[config.mk]
export PLATFORM = sky130hd
export DESIGN_NAME = integer_calculator_alu
export DESIGN_NICKNAME = d
export VERILOG_FILES = /design/src/hdl/ica_pkg.sv /design/src/hdl/ica_shared_unit.sv /design/src/hdl/integer_calculator_alu.sv
export SDC_FILE = /design/constraint.sdc
export NUM_CORES = 2
export LEC_CHECK = 0
export BUFFER_PORTS_ARGS = -buffer_cell sky130_fd_sc_hd__buf_2
export CAP_MARGIN = 15
export CORE_MARGIN = 2
export CORE_UTILIZATION = 45
export DETAILED_ROUTE_END_ITERATION = 6
export GPL_ROUTABILITY_DRIVEN = 0
export PLACE_DENSITY = 0.67
export SLEW_MARGIN = 30
export SYNTH_ARGS = -nofsm -noshare
export SYNTH_HDL_FRONTEND = slang
export SYNTH_SLANG_ARGS = --single-unit
export TNS_END_PERCENT = 50
[constraint.sdc]
create_clock -name clk -period 22.6 [get_ports clk]
set_input_delay 1.13 -clock clk [delete_from_list [all_inputs] [get_ports clk]]
set_output_delay 1.13 -clock clk [all_outputs]
set_load 0.02 [all_outputs]
[src/hdl/ica_pkg.sv]
// package for the integer calculator alu: word types, codes, helpers
// no dependencies
`timescale 1ns / 1ps

package ica_pkg;

  // operation codes
  localparam logic [2:0] MODE_ADD  = 3'd0;
  localparam logic [2:0] MODE_SUB  = 3'd1;
  localparam logic [2:0] MODE_MUL  = 3'd2;
  localparam logic [2:0] MODE_DIV  = 3'd3;
  localparam logic [2:0] MODE_POW  = 3'd4;
  localparam logic [2:0] MODE_SQRT = 3'd5;
  localparam logic [2:0] MODE_PCT  = 3'd6;

  // error codes
  localparam logic [1:0] ERR_OK           = 2'd0;
  localparam logic [1:0] ERR_DIV_ZERO     = 2'd1;
  localparam logic [1:0] ERR_NEG_ROOT     = 2'd2;
  localparam logic [1:0] ERR_ZERO_NEG_POW = 2'd3;

  localparam logic [31:0] PERCENT_DIVISOR = 32'd100;
  localparam logic [31:0] SQRT_FIRST_BIT  = 32'h4000_0000;

  // operations of the shared unit
  typedef enum logic [1:0] {
    UOP_ADD,
    UOP_SUB,
    UOP_MUL
  } uop_t;

  typedef struct packed {
    logic [2:0]         mode;
    logic signed [31:0] operand_a;
    logic signed [31:0] operand_b;
  } cmd_word_t;

  typedef struct packed {
    logic signed [31:0] result_value;
    logic [1:0]         error_code;
  } rsp_word_t;

  // magnitude of a two's complement word, -2^31 maps to 2^31
  function automatic logic [31:0] abs32(input logic [31:0] v);
    abs32 = v[31] ? (~v + 32'd1) : v;
  endfunction

endpackage

[src/hdl/ica_shared_unit.sv]
// shared arithmetic unit: 33-bit add/subtract with borrow out, 32-bit wrapping multiply
// depends on ica_pkg
`timescale 1ns / 1ps

module ica_shared_unit (
  input  ica_pkg::uop_t uop,
  input  logic [32:0]   x,
  input  logic [32:0]   y,
  output logic [33:0]   r
);

  logic [31:0] prod;

  assign prod = x[31:0] * y[31:0];

  always_comb begin
    case (uop)
      ica_pkg::UOP_ADD: r = {1'b0, x} + {1'b0, y};
      ica_pkg::UOP_SUB: r = {1'b0, x} - {1'b0, y};  // bit 33 is the borrow
      ica_pkg::UOP_MUL: r = {2'b00, prod};
      default:          r = '0;
    endcase
  end

endmodule

[src/hdl/integer_calculator_alu.sv]
// add, sub, mul and mode 7 go from prep to done; divide runs div steps, then fix;
// percent multiplies, then divides; root loops in sqrt; power in pow_mul and pow_sq
// throughput: one word at a time, the next command is taken after the result leaves
// the shared unit (one adder/subtractor and one multiplier) bounds every step
// reset (rst, synchronous, active high) returns the sequencer to idle, no result pending
`timescale 1ns / 1ps

// top level: command sequencer and working registers around ica_shared_unit
// depends on ica_pkg and ica_shared_unit
module integer_calculator_alu (
  input  logic               clk,
  input  logic               rst,
  input  logic               cmd_valid,
  output logic               cmd_ready,
  input  ica_pkg::cmd_word_t cmd_word,
  output logic               rsp_valid,
  input  logic               rsp_ready,
  output ica_pkg::rsp_word_t rsp_word
);

  // one-hot sequencer states
  typedef enum logic [7:0] {
    S_IDLE    = 8'b0000_0001,
    S_PREP    = 8'b0000_0010,
    S_DIV     = 8'b0000_0100,
    S_FIX     = 8'b0000_1000,
    S_POW_MUL = 8'b0001_0000,
    S_POW_SQ  = 8'b0010_0000,
    S_SQRT    = 8'b0100_0000,
    S_DONE    = 8'b1000_0000
  } state_t;

  state_t      state;
  logic [2:0]  op;         // operation being worked, percent turns into divide
  logic [31:0] opa;        // operand a, power base, root remainder
  logic [31:0] opb;        // operand b, divisor, exponent, root bit
  logic [31:0] acc;        // dividend/quotient, power accumulator, root
  logic [31:0] rem;        // partial remainder of the divide
  logic        neg;        // quotient sign
  logic [4:0]  cnt;        // divide step counter
  logic [31:0] res_value;
  logic [1:0]  res_err;

  // shared unit hookup
  ica_pkg::uop_t uop;
  logic [32:0]   ux;
  logic [32:0]   uy;
  logic [33:0]   ures;
  logic          borrow;
  logic [31:0]   root_next;

  ica_shared_unit u_unit (
    .uop (uop),
    .x   (ux),
    .y   (uy),
    .r   (ures)
  );

  assign borrow = ures[33];

  // root bits sit above the trial bit, so or-ing gives root + bit
  assign root_next = borrow ? (acc >> 1) : ((acc >> 1) | opb);

  // handshake: one word in flight, result held in its own register
  assign cmd_ready = (state == S_IDLE);
  assign rsp_valid = (state == S_DONE);
  assign rsp_word  = {res_value, res_err};

  // operand selection for the shared unit per sequencer step
  always_comb begin
    uop = ica_pkg::UOP_ADD;
    ux  = {1'b0, opa};
    uy  = {1'b0, opb};
    case (state)
      S_PREP: begin
        case (op)
          ica_pkg::MODE_SUB: uop = ica_pkg::UOP_SUB;
          ica_pkg::MODE_MUL,
          ica_pkg::MODE_PCT: uop = ica_pkg::UOP_MUL;
          default:           uop = ica_pkg::UOP_ADD;
        endcase
      end
      S_DIV: begin
        // trial subtract of the divisor from the shifted remainder
        uop = ica_pkg::UOP_SUB;
        ux  = {rem, acc[31]};
        uy  = {1'b0, opb};
      end
      S_FIX: begin
        // negate the quotient
        uop = ica_pkg::UOP_SUB;
        ux  = '0;
        uy  = {1'b0, acc};
      end
      S_POW_MUL: begin
        uop = ica_pkg::UOP_MUL;
        ux  = {1'b0, acc};
        uy  = {1'b0, opa};
      end
      S_POW_SQ: begin
        uop = ica_pkg::UOP_MUL;
        ux  = {1'b0, opa};
        uy  = {1'b0, opa};
      end
      S_SQRT: begin
        uop = ica_pkg::UOP_SUB;
        ux  = {1'b0, opa};
        uy  = {1'b0, acc | opb};
      end
      default: begin
        uop = ica_pkg::UOP_ADD;
      end
    endcase
  end

  // sequencer and working registers
  always_ff @(posedge clk) begin
    if (rst) begin
      state <= S_IDLE;
    end else begin
      case (state)
        S_IDLE: begin
          if (cmd_valid) begin
            op      <= cmd_word.mode;
            opa     <= cmd_word.operand_a;
            opb     <= cmd_word.operand_b;
            res_err <= ica_pkg::ERR_OK;
            state   <= S_PREP;
          end
        end
        S_PREP: begin
          case (op)
            ica_pkg::MODE_ADD,
            ica_pkg::MODE_SUB,
            ica_pkg::MODE_MUL: begin
              res_value <= ures[31:0];
              state     <= S_DONE;
            end
            ica_pkg::MODE_DIV: begin
              if (opb == '0) begin
                res_value <= '0;
                res_err   <= ica_pkg::ERR_DIV_ZERO;
                state     <= S_DONE;
              end else begin
                acc   <= ica_pkg::abs32(opa);
                opb   <= ica_pkg::abs32(opb);
                rem   <= '0;
                neg   <= opa[31] ^ opb[31];
                cnt   <= '0;
                state <= S_DIV;
              end
            end
            ica_pkg::MODE_PCT: begin
              // wrapped product, then a divide by the constant
              opa <= ures[31:0];
              opb <= ica_pkg::PERCENT_DIVISOR;
              op  <= ica_pkg::MODE_DIV;
            end
            ica_pkg::MODE_POW: begin
              if (opb[31]) begin
                // negative exponent: truncated result
                if (opa == '0) begin
                  res_value <= '0;
                  res_err   <= ica_pkg::ERR_ZERO_NEG_POW;
                end else if (opa == 32'd1) begin
                  res_value <= 32'd1;
                end else if (&opa) begin
                  res_value <= opb[0] ? '1 : 32'd1;
                end else begin
                  res_value <= '0;
                end
                state <= S_DONE;
              end else begin
                acc   <= 32'd1;
                state <= S_POW_MUL;
              end
            end
            ica_pkg::MODE_SQRT: begin
              if (opa[31]) begin
                res_value <= '0;
                res_err   <= ica_pkg::ERR_NEG_ROOT;
                state     <= S_DONE;
              end else begin
                acc   <= '0;
                opb   <= ica_pkg::SQRT_FIRST_BIT;
                state <= S_SQRT;
              end
            end
            default: begin
              // unused code: zero, no error
              res_value <= '0;
              state     <= S_DONE;
            end
          endcase
        end
        S_DIV: begin
          // restoring divide, one quotient bit a cycle
          acc <= {acc[30:0], ~borrow};
          rem <= borrow ? {rem[30:0], acc[31]} : ures[31:0];
          cnt <= cnt + 5'd1;
          if (&cnt) begin
            state <= S_FIX;
          end
        end
        S_FIX: begin
          res_value <= neg ? ures[31:0] : acc;
          state     <= S_DONE;
        end
        S_POW_MUL: begin
          // square and multiply, exponent bits from the bottom
          if (opb == '0) begin
            res_value <= acc;
            state     <= S_DONE;
          end else begin
            if (opb[0]) begin
              acc <= ures[31:0];
            end
            state <= S_POW_SQ;
          end
        end
        S_POW_SQ: begin
          opa   <= ures[31:0];
          opb   <= opb >> 1;
          state <= S_POW_MUL;
        end
        S_SQRT: begin
          // digit by digit root, two radicand bits a cycle
          if (!borrow) begin
            opa <= ures[31:0];
          end
          acc <= root_next;
          opb <= opb >> 2;
          if (opb[0]) begin
            res_value <= root_next;
            state     <= S_DONE;
          end
        end
        S_DONE: begin
          if (rsp_ready) begin
            state <= S_IDLE;
          end
        end
        default: begin
          state <= S_IDLE;
        end
      endcase
    end
  end

endmodule

## Word-level counts from Yosys, hierarchy flattened

Cells that the tools add are included.

| word-level totals | value |
|---|---|
| register bits | 179 |
| output and inout bits | 36 |

| cells by class | value |
|---|---|
| add/sub/neg operators | 5 |
| $mul | 1 |
| equality and inequality tests | 39 |
| muxes and demuxes | 63 |
| bitwise logic cells | 8 |
| reduce and logical (&&, ||, !) cells | 25 |

Operators with widths:

| kind | count |
|---|---|
| $mux W32 | 27 |
| $pmux W32 S4 | 4 |
| $pmux W32 S3 | 3 |
| $pmux W32 S5 | 1 |
| $pmux W34 S3 | 1 |
| $pmux W33 S3 | 1 |
| $add A32 B1 Y32 const B | 2 |
| $logic_not A32 Y1 | 2 |
| $mux W8 | 8 |
| $not A32 Y32 | 2 |
| $pmux W32 S2 | 1 |
| $pmux W8 S8 | 1 |
| $add A33 B32 Y34 | 1 |
| $sub A33 B32 Y34 | 1 |
| $eq A32 B1 Y1 const B | 1 |
| $mul A32 B32 Y32 | 1 |
| $or A31 B32 Y32 | 1 |
| $or A32 B32 Y32 | 1 |
| $pmux W8 S4 | 1 |
| $reduce_and A32 Y1 | 1 |
| $ne A3 B3 Y1 const B | 8 |
| $reduce_and A8 Y1 | 3 |
| $ne A2 B2 Y1 const B | 9 |
| $reduce_and A5 Y1 | 3 |
| 34 further kinds | 57 |

## Longest topological paths before layout

| depth | value |
|---|---|
| word-level depth | 9 |
| depth in mapped cells | 38 |
| depth with buffers taken out | 34 |

## Modules after synthesis

Synthesis repeated with hierarchy kept, for this count alone.

| second synthesis, totals | value |
|---|---|
| cells, all modules | 3485 |
| area total of the unflattened synthesis | 30255.3 um^2 |

By module, submodules not included:

| module | times used | cells an instance | area an instance (um^2) |
|---|---|---|---|
| ica_shared_unit | 1 | 2190 | 18491.5 |
| integer_calculator_alu | 1 | 1295 | 11763.8 |

## Worst setup path before layout

OpenSTA, ideal clock, no wires.

| path | value |
|---|---|
| path kind | register to register |
| start | reg state[4] |
| end | reg acc[29] (data pin) |
| library setup time | 0.271 ns |
| arrival time | 9.144 ns |
| slack | 13.185 ns |
| cell stages (with the launch flop) | 36 |
| period minus slack after synthesis | 9.415 ns |
| path through | dfxtp_1 > nor4_1 > and4b_1 > clkbuf_1 > buf_1 > buf_2 > a22oi_1 > and2_0 > clkbuf_1 > clkbuf_1 > nor2_1 > fa_1 > fa_1 > fa_1 > inv_1 > fa_1 > inv_1 > fa_1 > inv_1 > fa_1 > inv_1 > fa_1 > fa_1 > ha_1 > o21ai_0 > nand2b_1 > a21oi_1 > nor3_1 > a221oi_1 > a2bb2oi_1 > o31ai_1 > o31a_1 > or3_1 > a31o_2 > a222oi_1 > o21ai_0 |

| on the way | value |
|---|---|
| word-level cells in the longest chain between the ends | 8 |

Ends and longest elaborated chain:

| element | RTL line | RTL |
|---|---|---|
| from (decl) | integer_calculator_alu.sv:33 | `state_t state;` |
| from (signal assigned) | integer_calculator_alu.sv:119 | `state <= S_IDLE;` |
| from (signal assigned) | integer_calculator_alu.sv:128 | `state <= S_PREP;` |
| from (signal assigned) | integer_calculator_alu.sv:137 | `state <= S_DONE;` |
| $eq A8 B5 Y1, or another cell as far along | integer_calculator_alu.sv:74, integer_calculator_alu.sv:121 |  |
| $reduce_or A2 Y1 (no line) / $reduce_or A3 Y1 (equally long branches) | - |  |
| $pmux W32 S3 / $pmux W2 S3 (equally long branches) | integer_calculator_alu.sv:74 | `case (state)` |
| $mul A32 B32 Y32, or another cell as far along | ica_shared_unit.sv:14 | `assign prod = x[31:0] * y[31:0];` |
| $pmux W34 S3 | ica_shared_unit.sv:17 | `case (uop)` |
| $mux W32 | integer_calculator_alu.sv:215 | `if (opb[0]) begin` |
| $mux W32 | integer_calculator_alu.sv:211 | `if (opb == '0) begin` |
| $pmux W32 S4 * | integer_calculator_alu.sv:121 | `case (state)` |
| to (signal assigned) | integer_calculator_alu.sv:145 | `acc <= ica_pkg::abs32(opa);` |
| to (signal assigned) | integer_calculator_alu.sv:216 | `acc <= ures[31:0];` |
| to (signal assigned) | integer_calculator_alu.sv:231 | `acc <= root_next;` |
| to (decl) | integer_calculator_alu.sv:37 | `logic [31:0] acc;` |

Every way passes the cells marked *; elsewhere a longest branch is shown, timed or not. The select of a mux whose other input is x is not followed.
A chain may end at the register's enable or synchronous reset.

## Final worst setup path

| path | value |
|---|---|
| start | reg state[4] |
| end | reg res_value[27] (data pin) |

| on the way | value |
|---|---|
| word-level cells in the longest chain between the ends | 8 |

Ends and longest elaborated chain:

| element | RTL line | RTL |
|---|---|---|
| parallel branches: the longest is 7 deep, another holds $mul A32 B32 Y32 | - |  |
| $pmux W32 S4 * | integer_calculator_alu.sv:121 |  |
| to (signal assigned) | integer_calculator_alu.sv:136 | `res_value <= ures[31:0];` |
| to (signal assigned) | integer_calculator_alu.sv:168 | `res_value <= opb[0] ? '1 : 32'd1;` |
| to (signal assigned) | integer_calculator_alu.sv:234 | `res_value <= root_next;` |
| to (decl) | integer_calculator_alu.sv:41 | `logic [31:0] res_value;` |

Every way passes the cells marked *. The select of a mux whose other input is x is not followed.

==> impl_results.md <==
- Die extent in x: roughly 260 um
- Top_reg_cell synth: edfxtp_1
- CTS buffer count: 17
- Final hold viol count: 0
- Worst hold-check path type: reg -> reg
- CP Launch Type: flop
- CORE AREA: 64,200 sq um
- Area Overhead vs Synth: 7.29%
- Cells resized by post-CTS repair: 0
- Flop2flop setup slack: ~11,000 ps
- Worst path arrival time: 11,480 ps
- Setup CP Type: reg -> reg
- Highest-count cells in the layout ignoring fill and taps: 548 x nor2_1, 413 x inv_1, 409 x fa_1
- # fillers: slightly above 6,000
- Average size of a mapped cell: roughly 8.6 sq um
- Number of synthesized flops with an enable pin: 171
- Final setup fails: 0
- Hold Crit Start: cnt[0]
- Clock Root Buffer: clkbuf_16
- Routed vias/inst: between 6 and 7
- Clock Tree Buf Depth: 2
- Clock Latency Late Sink: around 460 ps
- # port buffers: around 110
- # hold bufs at CTS: 0
- RSZ-0062 raised after global routing: false
- Slowest-stage cell, CP: and4b_2
- Flops & latches, synth: about 180
- Mapped Nets: around 4,000
- Post-synthesis cell type count: 78
- Commonest non-fill, non-tap cell in the layout: nor2_1
- Asr flop ratio synth: 0%
- Min cycle time layout: around 11,000 ps
- FF-to-FF End: res_value[27]
- Mapped Area: about 29,000 sq um
- DR WL/cell: about 24 um
- Clock-pin slew on the worst setup and hold paths: roughly 80 ps
- Worst Skew: about 19 ps
- Non-filler cells, final: 4,225
- Final ANT Viol Nets: 0
- Post-Route WL: roughly 100,000 um
- Fmax: roughly 90 MHz
- Worst slew pin tran: about 1100 ps
- Total track usage: 30.6%
- Ys Warns: 0
- Hold Crit Depth: 1
- Fin Setup TNS: 0 ps
- IO Pins: between 100 and 150
- DRC errors left: 0
- Hold worst-path end: cnt[0]
- Fin crit share: 50.1%
- Setup bufs post-CTS: 0
- Crit path max fanout: 34
- First-pass GRT wire length: ~160,000 um
- Slew HR: between 20% and 30%
- CTS tree: done
- Detailed Routing Iterations Pass 1: 6
- Max Slew Vio Count: 0
- Largest net degree at the start of global routing: 92
- Crit. Startpoint: state[4]
- Sequential area share after synthesis: 18.2%
- Vias in the first global route: roughly 26,000
- Die ar.: about 67,000 sq um
- H-Tree Depth: 4
- Clock sink count: 179
- Die Height: 258 um
- Cell count after synthesis: 3,373
- Share of layout cells above drive strength 1: 8.25%
- Worst Setup End Kind: flop
- Initial antenna violation count: 2
- DP Wirelength: around 76,000 um
- Max Cap Viol: 0
- Nets@finish: 4,000
- GR Overflow Total: 0
- Launch point of the worst reg-to-reg path: state[4]
- Critical Path RT: 22,760 ps
- Routed vias: ~26,000
- R2R cell count: 31
- Initial DRC Count: about 3,000
- Worst path max stage delay: ~900 ps
- DP Cell Count: around 4,200
- Hold slack: roughly 600 ps
- Cell mode on critical path: fa_1
- Outcome: finished, final reports clean
- Standard-cell rows: 93
- Starting density of the core: a little under half
## per-stage QoR
step                      util (%)  instance area, sq um  setup slack, ps
after detailed placement      47.7                 30600            11100
final                         48.6                 31200            11280
after CTS                     48.6                 31200            11080
after global routing          48.6                 31200            10790
after floorplan                  -                 29100            13190
after global placement        47.7                 30600            11550
## Yosys cell counts (all sizes together) (7+ instances only)
cell type  count  area [sq um]
a21boi        10          75.1
nand4         21           131
ha           164          2050
nand2        325          1220
inv          415          1560
and4b          7          70.1
a22o          20           175
nand3         34           170
dfxtp          8           160
nor4          16           115
o21bai         9          67.6
nor3          62           392
a222oi        31           310
and2          34           213
xor2          43           377
a31oi         38           238
o31ai         25           188
o21a          12          90.1
o21ai        134           671
clkinv        14          52.6
a221oi        53           495
o211ai         9          67.6
nand2b        39           244
a221o         14           140
a21oi        135           679
nor2         549          2060
or3           21           136
a211oi         7          52.6
clkbuf       176           661
buf           37           174
or4            9          67.6
nor2b         17           106
edfxtp       171          5130
a21o          33           248
and3          23           144
fa           409          8190
xnor2        140          1230
a22oi         50           375
## per-layer routing
layer / global-route usage (%) / part of all wire [%] / vias up
met5: 0 / 0.042 / -
met4: 18.2 / 6.8 / 2
met3: 6.66 / 11 / 376
met2: 47.8 / 44 / 1687
met1: 39.3 / 38 / 12700
li1: - / - / 11200
## final cells by class
type | instances | area [sq um] | share of cell area, %
Timing Repair Buffer | 177 | 1080 | 3.45
Clock inverter | 13 | 135 | 0.433
Sequential cell | 179 | 5300 | 17.0
Inverter | 429 | 1610 | 5.16
Clock buffer | 19 | 433 | 1.39
Antenna cell | 1 | 2.50 | 0.00801
Multi-Input combinational cell | 2552 | 21600 | 69.2
Tap cell | 855 | 1070 | 3.43
## critical path: cells and delay by family (launching register included)
family,cells,cell delay (ps)
adder cells (fa/ha/maj),9,3980
AND/OR/NAND/NOR,10,3690
AO/OA/AOI/OAI,7,1820
buffers and inverters,4,900
flip-flops,1,370
XOR/XNOR,1,220
## cell families after synthesis
family,after synthesis,synth area share (%)
xor gates and xnor gates,186,5.77
muxes,8,0.284
DFF,179,18.2
adders and majority gates,573,35.2
AOI/OAI and AO/OA,610,14.2
buffers and inverters,642,8.40
and+or+nand+nor,1175,17.9
## how the worst max path moves through the flow
| stage | endpoint | slack [ps] | depth (start not counted) |
|---|---|---|---|
| floorplan | acc[29] | 13190 | 35 |
| global placement | res_value[27] | 11550 | 29 |
| detailed placement | res_value[30] | 11100 | 32 |
| CTS | res_value[30] | 11080 | 32 |
| global route | acc[27] | 10790 | 28 |
| finish | res_value[27] | 11280 | 31 |
## state kept, by name, indices dropped and copies added, names as in the netlist, 3 cells and up
signal and count:
op 3, acc 32, cnt 5, res_value 32, opb 32, state 8
opa 32, rem 32
Power is not shown: default switching activity piles up to over one toggle a cycle in this logic, so the estimate is an artifact.
